File: src/sv/fst_pkg.sv
// Shared types and constants for the suffix-form binary indexed tree.
// Used by fst_front, fst_queue, fst_back and fenwick_suffix_sum_tree.
package fst_pkg;

    localparam int POS_W   = 11;
    localparam int WALK_W  = POS_W + 1;
    localparam int VALUE_W = 64;
    localparam int QDEPTH  = 2;
    localparam logic [POS_W-1:0] SIZE_RESET = 11'd1024;

    typedef enum logic [1:0] {
        OP_ADD,
        OP_QUERY,
        OP_ERROR,
        OP_EMPTY
    } op_t;

    typedef enum logic [1:0] {
        B_CLEAR,
        B_IDLE,
        B_WALK,
        B_EMIT
    } back_state_t;

    typedef struct packed {
        op_t                        op;
        logic [POS_W-1:0]           pos;
        logic [POS_W-1:0]           size;
        logic signed [VALUE_W-1:0]  value;
    } item_t;

    typedef struct packed {
        logic  valid;
        item_t item;
    } q_out_t;

endpackage

File: src/sv/fst_front.sv
// Front end: size register, item acceptance and classification.
// Depends on fst_pkg; pushes classified items into fst_queue.
module fst_front #(
    parameter int MAX_POSITIONS = 1024
) (
    input  logic                               clk,
    input  logic                               rst_n,
    input  logic                               cfg_valid,
    output logic                               cfg_ready,
    input  logic [fst_pkg::POS_W-1:0]          cfg_data,
    input  logic                               req_valid,
    output logic                               req_stall,
    input  logic                               command,
    input  logic [fst_pkg::POS_W-1:0]          position,
    input  logic signed [fst_pkg::VALUE_W-1:0] value,
    input  logic                               clearing,
    input  logic                               q_full,
    output logic                               q_push,
    output fst_pkg::item_t                     q_item
);

    localparam int POS_LIMIT = (1 << fst_pkg::POS_W) - 1;
    localparam int MAX_N_INT = (MAX_POSITIONS < POS_LIMIT) ? MAX_POSITIONS : POS_LIMIT;
    localparam logic [fst_pkg::POS_W-1:0] MAX_N = fst_pkg::POS_W'(MAX_N_INT);

    logic [fst_pkg::POS_W-1:0] size_reg;
    logic [fst_pkg::POS_W-1:0] size_next;
    logic [fst_pkg::POS_W-1:0] n_active;

    assign cfg_ready = 1'b1;

    always_comb
    begin
        size_next = size_reg;
        if (cfg_valid && cfg_ready)
        begin
            size_next = cfg_data;
        end
    end

    always_ff @(posedge clk or negedge rst_n)
    begin
        if (!rst_n)
        begin
            size_reg <= fst_pkg::SIZE_RESET;
        end
        else
        begin
            size_reg <= size_next;
        end
    end

    assign n_active  = (size_reg > MAX_N) ? MAX_N : size_reg;
    assign req_stall = clearing || q_full;
    assign q_push    = req_valid && !req_stall;

    always_comb
    begin
        q_item.pos   = position;
        q_item.size  = n_active;
        q_item.value = value;
        if (position == '0)
        begin
            q_item.op = fst_pkg::OP_ERROR;
        end
        else if (position > n_active)
        begin
            q_item.op = command ? fst_pkg::OP_EMPTY : fst_pkg::OP_ERROR;
        end
        else
        begin
            q_item.op = command ? fst_pkg::OP_QUERY : fst_pkg::OP_ADD;
        end
    end

endmodule

File: config.mk
export PLATFORM = sky130hd
export DESIGN_NAME = fst_front
export DESIGN_NICKNAME = d
export VERILOG_FILES = /design/src/sv/fst_pkg.sv /design/src/sv/fst_front.sv
export SDC_FILE = /design/constraint.sdc
export NUM_CORES = 1
export LEC_CHECK = 0
export BUFFER_PORTS_ARGS = -buffer_cell sky130_fd_sc_hd__buf_2
export CORE_AREA = 2 2 70 72
export DETAILED_ROUTE_END_ITERATION = 7
export DIE_AREA = 0 0 72 74
export GPL_ROUTABILITY_DRIVEN = 0
export PLACE_DENSITY = 0.82
export SYNTH_ARGS = -nofsm -noshare
export SYNTH_HDL_FRONTEND = slang
export SYNTH_SLANG_ARGS = --single-unit
File: constraint.sdc
create_clock -name clk -period 3.1 [get_ports clk]
set_clock_uncertainty 0.05 [all_clocks]
set_input_delay 0.31 -clock clk [delete_from_list [all_inputs] [get_ports clk]]
set_output_delay 0.31 -clock clk [all_outputs]
set_load 0.02 [all_outputs]
==> flow_metrics.py <==
metrics = {
    "run_status": {
        "status": "completed",
    },
    "final_layout": {
        "largest_register_ffs": 11,
        "n_antenna_cell": 0,
        "drive_above_1_share": 0.5108,
        "final_cell_mix": "buf_2, inv_1, nand2_1, ha_1",
        "layout_commonest_cell": "buf_2",
        "fin_nets": 244,
        "area_growth_pct": -14.07,
    },
    "floorplanning": {
        "fp.dieH_um": 74,
        "core_area_um2": 4598,
        "dieArea_um2": 5328,
        "die_x_um": 72,
        "start_util": 0.2939,
        "rows": 25,
        "io_pins": 184,
    },
    "sta": {
        "hold_viol": 0,
        "drv_slew": 0,
        "final-setup-viol-count": 0,
        "timing.hold.ws_ns": 0.2476,
        "max_freq_mhz": 381.2,
        "min_period_over_period": 0.8463,
        "period_minus_slack_ns": 2.623,
        "rsz0062_at_grt": "no",
        "tns_ns": 0,
    },
    "clock_network": {
        "path_clk_slew_ns": 0.04,
        "htreeDepth": 1,
        "clkLatencyLatePin_ns": 0.23,
        "root_buffer": "clkbuf_8",
        "cts.path.max_buffers": 2,
        "post_cts_buffers": 0,
        "post_cts_resize_count": 0,
        "cts_hold_buf": 1,
        "cts-buffers-inserted": 3,
        "numClockSinks": 11,
        "cts_tree": "done",
    },
    "synthesis": {
        "synth-seq-cells": 11,
        "ys_types": 26,
        "synthesis.nets": 263,
        "postSynthCellCount": 159,
        "netlist.area_leader.share": 0.4222,
        "syn_area_per_cell_um2": 8.499,
        "ys_seq_area_frac": 0.2046,
        "syn_area_um2": 1351,
        "synth_area_leaders": "buf_4, dfrtp_1, ha_1, mux2_2, inv_1",
        "yosysWarnings": 0,
        "yosysTopAreaCell": "buf_4",
    },
    "detailed_routing": {
        "firstDrtPassIters": 4,
        "drt-total-wl_um": 3822,
        "viasPerCell": 4.565,
        "avgRoutedWirePerCell_um": 19.80,
        "drc": 0,
        "drt-initial-drc-count": 10,
        "via_count": 881,
        "ant_nets": 0,
    },
    "placement": {
        "post-dp-hpwl_um": 3525,
        "portBuffers": 54,
    },
    "worst_setup_path": {
        "cp_top_family": "compound AO/OA/AOI/OAI gates",
        "worstPathCellList": "inv_1, nand2_1, ha_1, a21oi_1, a2111oi_2, a211oi_1, o21a_1, o21ai_1, buf_2",
        "cp.arrival_ns": 2.26,
        "slowest_delay_ns": 0.36,
        "required_ns": 2.74,
        "crit_buf_inv": 2,
        "start_kind": "flop",
        "crit_type": "flop to output pin",
        "endpoint_kind": "output pin",
        "critical_path_peak_fanout": 11,
        "critPathSlowestCell": "dfstp_2",
    },
    "power_and_ir_drop": {
        "power_leakage_nw": 0.6454,
        "power_density_nw_per_um2": 416.6,
        "vdd_drop_max_mv": 0.2638,
    },
    "global_routing": {
        "grt_usage": 0.1365,
        "grt_max_degree": 13,
        "met1_usage": 0.1142,
        "gr-usage-met3": 0.1192,
        "grt_util_met2": 0.2150,
        "busiest_layer": "met2",
        "grt_pass1_vias": 855,
        "grt-ovfl-total": 0,
        "grt_pass1_wl_um": 5140,
        "grt_antenna_before_repair": 0,
    },
    "job": {
        "cap_violations": 0,
    },
    "worst_hold_path": {
        "hold_class": "input pin to flop",
    },
}
==> where the power goes <==
group | internal (W) | switching (W) | leakage [nW] | total (W)
logic | 0.0000717 | 0.000106 | 0.495 | 0.000178
registers | 0.000159 | 0.00000764 | 0.127 | 0.000167
clock network | 0.0000899 | 0.0000494 | 0.0228 | 0.000139
total | 0.000321 | 0.000163 | 0.645 | 0.000484
==> cell usage after synthesis <==
cell type and number:
a21o_1 1, nand3_2 1, mux2_2 10, ha_1 11
dfstp_2 1, nor3_1 1, inv_1 12, nor2_1 1
o21a_1 1, o21ai_0 2, and2_1 1, buf_4 76
a2111oi_2 1, nand3_1 3, a211oi_1 1, o21ai_1 1
conb_1 1, nand2_1 11, nand3b_1 1, a21oi_1 4
or2_2 1, nor4_1 3, dfrtp_1 10, buf_2 1
clkbuf_1 2, nor2b_1 1
==> final cells by class <==
cell class / count / area (um2)
clock buffer: 4 / 45.04
fill: 486 / 3437
inverter: 12 / 45.04
multi-input combinational: 57 / 446.7
sequential: 11 / 276.5
tap: 54 / 67.56
timing repair buffer: 55 / 280.3
==> through the flow <==
step / total power, W / area, um2 / setup WS (ns) / std cells / util
CTS: 0.0004919 / 1161 / 0.4505 / 193 / 0.2525
global route: 0.0005198 / 1161 / 0.2533 / 193 / 0.2525
floorplan: 0.0004104 / 1351 / 0.7280 / 159 / -
detailed placement: 0.0003483 / 1106 / 0.7028 / 188 / 0.2405
global placement: 0.0003427 / 1106 / 0.7714 / 188 / 0.2405
finish: 0.0004838 / 1161 / 0.4765 / 193 / 0.2525
==> layer usage <==
metal	vias up	wire length, um	share of wire
met5	-	57	0.015
met1	371	1019	0.27
met2	96	1820	0.48
met3	10	818	0.21
met4	2	105	0.027
li1	402	-	-
==> path summary, 6_finish.rpt <==
kind                               from           end  slack (ns)  cells past startpoint
max                        size_reg[10]    q_item[87]        0.48                      9
min                        cfg_data[10]  size_reg[10]        0.25                      3
max reg2reg                size_reg[10]  size_reg[10]        2.11                      2
min reg2reg                 size_reg[9]   size_reg[9]        0.46                      1
max in group asynchronous         rst_n  size_reg[10]        2.33                      2
min in group asynchronous         rst_n   size_reg[2]        0.41                      2
==> kinds of logic after synthesis <==
kind of cell	share of synthesized area
AND/OR/NAND/NOR	0.08889
AO/OA/AOI/OAI	0.05370
other	0.002775
adder cells (fa/ha/maj)	0.1019
flip-flops	0.2046
multiplexers	0.08333
buffers and inverters	0.4648
==> worst register-to-register path: cells and delay by family, from the launching register on <==
family                 cells  cell delay [ns]
DFF                        1             0.53
AOI/OAI and AO/OA          1             0.20
buffers and inverters      1             0.14
(Power assumes the default switching activity.)
