`src/sv/fst_pkg.sv`:
```
// Shared types and constants for the suffix-form binary indexed tree.
// Used by fst_front, fst_queue, fst_back and fenwick_suffix_sum_tree.
package fst_pkg;

    localparam int POS_W   = 11;
    localparam int WALK_W  = POS_W + 1;
    localparam int VALUE_W = 64;
    localparam int QDEPTH  = 2;
    localparam logic [POS_W-1:0] SIZE_RESET = 11'd1024;

    typedef enum logic [1:0] {
        OP_ADD,
        OP_QUERY,
        OP_ERROR,
        OP_EMPTY
    } op_t;

    typedef enum logic [1:0] {
        B_CLEAR,
        B_IDLE,
        B_WALK,
        B_EMIT
    } back_state_t;

    typedef struct packed {
        op_t                        op;
        logic [POS_W-1:0]           pos;
        logic [POS_W-1:0]           size;
        logic signed [VALUE_W-1:0]  value;
    } item_t;

    typedef struct packed {
        logic  valid;
        item_t item;
    } q_out_t;

endpackage

```
`src/sv/fst_queue.sv`:
```
// Two-entry item queue between the front end and the walk engine.
// Depends on fst_pkg for the item type.
module fst_queue (
    input  logic           clk,
    input  logic           rst_n,
    input  logic           push,
    input  fst_pkg::item_t push_item,
    output logic           full,
    input  logic           pop,
    output fst_pkg::q_out_t head
);

    localparam int PTR_W = $clog2(fst_pkg::QDEPTH);
    localparam int CNT_W = $clog2(fst_pkg::QDEPTH + 1);

    fst_pkg::item_t   entries_reg [fst_pkg::QDEPTH];
    logic [PTR_W-1:0] wr_ptr_reg;
    logic [PTR_W-1:0] wr_ptr_next;
    logic [PTR_W-1:0] rd_ptr_reg;
    logic [PTR_W-1:0] rd_ptr_next;
    logic [CNT_W-1:0] count_reg;
    logic [CNT_W-1:0] count_next;
    logic             do_push;
    logic             do_pop;

    assign full       = (count_reg == CNT_W'(fst_pkg::QDEPTH));
    assign head.valid = (count_reg != '0);
    assign head.item  = entries_reg[rd_ptr_reg];
    assign do_push    = push && !full;
    assign do_pop     = pop && head.valid;

    always_comb
    begin
        wr_ptr_next = wr_ptr_reg;
        rd_ptr_next = rd_ptr_reg;
        count_next  = count_reg;
        if (do_push)
        begin
            wr_ptr_next = (wr_ptr_reg == PTR_W'(fst_pkg::QDEPTH - 1)) ? '0 : wr_ptr_reg + 1'b1;
        end
        if (do_pop)
        begin
            rd_ptr_next = (rd_ptr_reg == PTR_W'(fst_pkg::QDEPTH - 1)) ? '0 : rd_ptr_reg + 1'b1;
        end
        if (do_push && !do_pop)
        begin
            count_next = count_reg + 1'b1;
        end
        else if (do_pop && !do_push)
        begin
            count_next = count_reg - 1'b1;
        end
    end

    always_ff @(posedge clk or negedge rst_n)
    begin
        if (!rst_n)
        begin
            wr_ptr_reg <= '0;
            rd_ptr_reg <= '0;
            count_reg  <= '0;
        end
        else
        begin
            wr_ptr_reg <= wr_ptr_next;
            rd_ptr_reg <= rd_ptr_next;
            count_reg  <= count_next;
        end
    end

    always_ff @(posedge clk)
    begin
        if (do_push)
        begin
            entries_reg[wr_ptr_reg] <= push_item;
        end
    end

endmodule

```
`config.mk`:
```
export PLATFORM = sky130hd
export DESIGN_NAME = fst_queue
export DESIGN_NICKNAME = d
export VERILOG_FILES = /design/src/sv/fst_pkg.sv /design/src/sv/fst_queue.sv
export SDC_FILE = /design/constraint.sdc
export NUM_CORES = 1
export LEC_CHECK = 0
export BUFFER_PORTS_ARGS = -buffer_cell sky130_fd_sc_hd__buf_2
export CAP_MARGIN = 40
export CORE_UTILIZATION = 45
export CTS_BUF_LIST = sky130_fd_sc_hd__clkbuf_8
export CTS_CLUSTER_SIZE = 16
export DETAILED_ROUTE_END_ITERATION = 12
export HOLD_SLACK_MARGIN = 0.03
export PLACE_DENSITY = 0.7
export SYNTH_ARGS = -nofsm -noshare
export SYNTH_HDL_FRONTEND = slang
export SYNTH_SLANG_ARGS = --single-unit
export TNS_END_PERCENT = 5
```
`constraint.sdc`:
```
create_clock -name clk -period 14.6 [get_ports clk]
set_clock_uncertainty 0.05 [all_clocks]
set_input_delay 1.46 -clock clk [delete_from_list [all_inputs] [get_ports clk]]
set_output_delay 1.46 -clock clk [all_outputs]
set_load 0.02 [all_outputs]
```
==> results of run 1 <==
final cells by class:
class	instances	area (sq um)	area share
inverter	2	7.51	0.000928
clock buffer	17	234	0.0289
tap	180	225	0.0278
clock inverter	15	153	0.0189
timing repair buffer	185	948	0.117
multi-input combinational	101	1130	0.140
sequential	180	5390	0.666
worst max path at each step:
| stage | start | end | cells after the start |
|---|---|---|---|
| 5_1_grt | rd_ptr_reg | head[44] | 3 |
| 3_5_place_dp | rd_ptr_reg | head[40] | 3 |
| 4_1_cts | rd_ptr_reg | head[40] | 3 |
| 3_3_place_gp | push | entries_reg[0][63] | 4 |
| 6_report | rd_ptr_reg | head[43] | 3 |
| 2_1_floorplan | push | entries_reg[0][0] | 2 |
layout by cell type (no fill, tap or decap), types with 3 or more instances in the layout:
master / n
buf_4: 3
clkinvlp_4: 3
mux2_2: 78
clkbuf_8: 17
dfrtp_1: 3
inv_6: 3
xnor2_1: 3
buf_2: 181
clkinv_2: 4
edfxtp_1: 176
mux2_4: 10
power by group through the flow:
| stage | logic [mW] | registers (mW) | clock network [mW] |
|---|---|---|---|
| 2_1_floorplan | 0.413 | 0.749 | 0 |
| 3_3_place_gp | 0.553 | 0.756 | 0 |
| 3_5_place_dp | 0.563 | 0.762 | 0 |
| 4_1_cts | 0.565 | 0.750 | 0.333 |
| 5_1_grt | 0.593 | 0.760 | 0.351 |
| 6_report | 0.554 | 0.748 | 0.324 |
layer usage:
| metal | track usage | part of all wire | up-vias |
|---|---|---|---|
| met5 | 0 | 0.0011 | - |
| met4 | 0.0793 | 0.021 | 2 |
| met3 | 0.0530 | 0.067 | 19 |
| met2 | 0.258 | 0.52 | 103 |
| met1 | 0.163 | 0.39 | 1584 |
| li1 | - | - | 1545 |
worst max-delay path, cell delays in order, from the launching register on:
cell and delay [ns]:
dfrtp_4 0.69, buf_4 0.72, mux2_2 0.42, buf_2 0.16
kinds of logic (layout without fill, tap and decap cells):
family / Yosys count / count (layout) / share of synthesized area
mux: 88 / 88 / 0.156
buf+inv: 12 / 219 / 0.0116
xor+xnor: 5 / 5 / 0.00666
simple gates: 7 / 7 / 0.00514
flops: 180 / 180 / 0.818
fa+ha+maj: 1 / 1 / 0.00190
==> impl_metrics.csv, run 1 <==
group,metric,value,unit
status,outcome,"complete, no violations",
pwr,p_clk_frac,0.199,
route,drc_errors,0,
yosys,syn_area,6580,sq um
yosys,synth-main-ff-cell,"edfxtp_1",
clock_network,cts_tree,"done",
yosys,synth_commonest_cells,"edfxtp_1, mux2_2, mux2_4, buf_2, dfrtp_1",
pwr,vdd.ir_drop.worst,0.191,mV
pwr,powerDensity,201,nW/um^2
floorplan,die_area,15100,sq um
timing,fin_setup_tns,0,ns
pwr,p_sw,0.543,mW
pwr,fin_total_pwr,1.63,mW
critical_path,reg2reg_from,"count_reg[0]",
pwr,p_comb_frac,0.341,
yosys,synthTopCellsByArea,"edfxtp_1, mux2_2, mux2_4",
floorplan,fp.dieW,123,um
timing,worst_pin_slew,0.844,ns
timing,slew_headroom,0.437,
critical_path,arrival,2.49,ns
yosys,synth_top_cell_area_share,0.803,
pwr,intPower,1.08,mW
timing,clock.fmax,250,MHz
clock_network,path_clk_slew,0.08,ns
clock_network,hold_buffers,0,
place,dp_cells,648,
place,dp_hpwl,7270,um
clock_network,root_buffer,"clkbuf_8",
yosys,synth-edff-count,176,
route,vias,3253,
yosys,synth_cells,293,
route,drt-total-wl,11000,um
timing,setup_viol,0,
pwr,p_leak,3.05,nW
hold_path,min_to,"count_reg[1]",
critical_path,required,13.09,ns
place,io_buffers,181,
flow_run,drv_cap,0,
yosys,synth_nets,386,
place,placed_area,7700,sq um
clock_network,clk_path_buf_depth,2,
place,pre_cts_slack,11.03,ns
floorplan,initial_utilization,0.467,
yosys,ys_seq_elements,180,
critical_path,startpoint_type,"flop",
hold_path,hp-start,"count_reg[1]",
yosys,yosys_warnings,0,
layout,diodes,0,
floorplan,ios,182,
place,gp_congestion,0.699,
layout,fin_cells,680,
layout,area_growth,22.9,%
critical_path,end_kind,"output port",
pwr,seq_power_share,0.460,
pwr,switching_share,0.334,
yosys,synth_cell_types,15,
clock_network,post-cts-setup-buffer-count,0,
critical_path,path_max_fanout,60,
clock_network,cts_sinks,180,
layout,largest_register_ffs,176,
global_route,antenna_found_initial,1,
critical_path,critical_path_class,"reg -> out",
clock_network,htreeDepth,4,
layout,nNetsFinal,580,
floorplan,core,14100,sq um
yosys,yosysSeqAreaShare,0.818,
layout,fin_util,0.574,
global_route,grt_pass1_wl,16400,um
yosys,synthMostInstantiatedCell,"edfxtp_1",
route,drt_pass1_iterations,4,
route,via_per_inst,4.78,
yosys,syn_area_per_cell,22.5,sq um
global_route,grt_usage,0.150,
route,ant_nets,0,
clock_network,clock_latency,0.44,ns
yosys,synth_area_leader_cell,"edfxtp_1",
timing,finalWorstSetupSlack,10.60,ns
layout,stdcell_area,8090,sq um
clock_network,cts_made_buffers,17,
critical_path,reg2reg_to,"entries_reg[1][54]",
hold_path,min_path_cells,1,
layout,layout-drive-gt1-share,0.616,
timing,hold_viol,0,
floorplan,placementRows,43,
critical_path,reg2reg_slack,12.34,ns
clock_network,postCtsResizedCells,0,
timing,drv_slew,0,
global_route,grt_max_degree,61,
timing,period_minus_slack,4.00,ns
timing,period_share,0.274,
floorplan,dieHeight,123,um
yosys,ys_async_sr_fraction,0.0222,
timing,hold_slack,0.450,ns
layout,fillers,1123,
route,wl_per_cell,16.2,um
global_route,overflow,0,
route,drt_iter0_markers,183,
global_route,grt_pass1_vias,3384,
timing,rsz0062_at_grt,"false",
critical_path,r2r_cells,3,
hold_path,holdCritPathClass,"reg -> reg",
Power figures use the tool's default switching activity.
==> inputs of run 2 (changes only) <==
Settings changed: ABC_AREA set to 1, PLACE_DENSITY 0.7 to 0.73.
Clock period 14.6 ns to 3.49 ns, I/O delays scaled along.
==> impl_metrics.csv, run 2 <==
group,metric,value,unit
status,outcome,"complete, no violations",
critical_path,path_max_fanout,53,
yosys,synth_commonest_cells,"nand2_1, edfxtp_1, buf_2, inv_1, dfrtp_1",
timing,worst_pin_slew,0.594,ns
yosys,yosys_warnings,0,
timing,drv_slew,0,
route,ant_nets,0,
clock_network,clk_path_buf_depth,2,
timing,slew_headroom,0.604,
yosys,yosysSeqAreaShare,0.814,
critical_path,crit_path_start,"rd_ptr_reg",
critical_path,critical_path_class,"reg -> out",
yosys,synth_nets,584,
place,gp_congestion,0.760,
layout,fillers,1015,
clock_network,root_buffer,"clkbuf_8",
yosys,synth_top_cell_area_share,0.798,
pwr,fin_total_pwr,7.09,mW
timing,fin_setup_tns,0,ns
pwr,vdd.ir_drop.worst,0.408,mV
floorplan,core,14100,sq um
place,dp_hpwl,8020,um
global_route,antenna_found_initial,1,
layout,layout_common_cells,"nand2_1, buf_2, edfxtp_1",
place,pre_cts_slack,1.35,ns
critical_path,end_kind,"output port",
place,io_buffers,181,
yosys,ys_seq_elements,180,
global_route,grt_pass1_vias,4439,
critical_path,required,3.09,ns
clock_network,cts_sinks,180,
timing,rsz0062_at_grt,"false",
route,wl_per_cell,14.4,um
clock_network,path_clk_slew,0.08,ns
global_route,grt_pass1_wl,21100,um
layout,final_common_cell,"nand2_1",
yosys,synth-edff-count,176,
floorplan,ios,182,
clock_network,cts_made_buffers,17,
global_route,grt_usage,0.189,
route,vias,4456,
timing,hold_viol,0,
yosys,synthMostInstantiatedCell,"nand2_1",
pwr,powerDensity,790,nW/um^2
timing,finalWorstSetupSlack,0.895,ns
route,via_per_inst,4.65,
yosys,synth_cells,491,
route,drt-total-wl,13800,um
yosys,synth_area_leader_cell,"edfxtp_1",
yosys,syn_area,6620,sq um
critical_path,arrival,2.20,ns
route,drt_iter0_markers,352,
floorplan,dieHeight,123,um
floorplan,placementRows,43,
layout,nNetsFinal,858,
route,drc_errors,0,
layout,largest_register_ffs,176,
yosys,synth-main-ff-cell,"edfxtp_1",
global_route,grt_max_degree,89,
route,drt_pass1_iterations,5,
timing,period_share,0.744,
layout,area_growth,35.7,%
clock_network,clock_latency,0.44,ns
timing,clock.fmax,385,MHz
floorplan,fp.dieW,123,um
yosys,syn_area_per_cell,13.5,sq um
clock_network,htreeDepth,4,
yosys,synthTopCellsByArea,"edfxtp_1, nand2_1, dfrtp_1",
clock_network,cts_tree,"done",
critical_path,startpoint_type,"flop",
hold_path,holdCritPathClass,"in -> async",
flow_run,drv_cap,0,
timing,hold_slack,0.179,ns
pwr,p_leak,3.87,nW
yosys,synth_cell_types,14,
global_route,overflow,0,
floorplan,die_area,15200,sq um
yosys,ys_async_sr_fraction,0.0222,
timing,period_minus_slack,2.60,ns
timing,setup_viol,0,
floorplan,initial_utilization,0.470,
critical_path,reg2reg_from,"count_reg[1]",
layout,layout-drive-gt1-share,0.278,
-- run 2: cell types whose count changed in the layout (fill, tap and decap cells not counted), moves of 4 or more --
cell,previous run,this run
nand2_1,2,275
dlygate4sd3_1,0,89
mux2_2,78,0
mux2_4,10,0
clkinv_1,1,5
inv_1,2,6
-- run 2: what timing repair did --
item	CTS	global route
hold buffers	89	0
gates resized for setup	0	0
setup buffers	0	0
hold endpoints to repair	179	0
-- run 2: stage by stage --
step / util / area (sq um) / cells
2_1_floorplan: - / 6620 / 491
3_3_place_gp: 0.546 / 7700 / 836
3_5_place_dp: 0.547 / 7720 / 837
4_1_cts: 0.637 / 8980 / 958
5_1_grt: 0.637 / 8980 / 959
6_report: 0.637 / 8980 / 959
-- run 2: final cells by class --
type | instances | area, sq um | share of cell area
antenna | 1 | 2.50 | 0.000279
inverter | 8 | 35.0 | 0.00390
clock buffer | 17 | 234 | 0.0260
sequential | 180 | 5390 | 0.600
clock inverter | 15 | 139 | 0.0155
timing repair buffer | 274 | 1860 | 0.208
tap | 180 | 225 | 0.0251
multi-input combinational | 284 | 1090 | 0.122
-- run 2: worst paths after layout --
kind | slack (ns) | cells past startpoint | end
worst max-delay path | 0.89 | 5 | head[69]
worst min-delay path | 0.18 | 2 | count_reg[1]
worst max register to register | 1.44 | 6 | entries_reg[0][49]
worst min register to register | 0.44 | 2 | count_reg[1]
max in group asynchronous | 3.06 | 2 | rd_ptr_reg
min in group clk | 0.19 | 3 | rd_ptr_reg
-- run 2: routing by layer --
layer  share of wire  global-route usage
met4           0.018              0.0956
met2            0.52               0.323
met3           0.069              0.0549
met5               0                   0
met1            0.40               0.218
-- run 2: critical path, stage by stage (launching register included) --
cell	delay, ns
dfrtp_4	0.66
inv_4	0.40
buf_12	0.30
nand2_1	0.11
nand2_1	0.09
buf_2	0.17
-- run 2: kinds of logic after synthesis --
family	count (synthesis)	share of synthesized area
and+or+nand+nor	281	0.160
DFF	180	0.814
buffers and inverters	27	0.0223
AOI/OAI and AO/OA	1	0.000755
xor gates and xnor gates	1	0.00132
adders and majority gates	1	0.00189
-- run 2: power by group --
part | total [mW] | switching, mW | internal, mW
Combinational | 2.64 | 1.85 | 0.784
Clock | 1.33 | 0.701 | 0.626
Sequential | 3.13 | 0.181 | 2.94
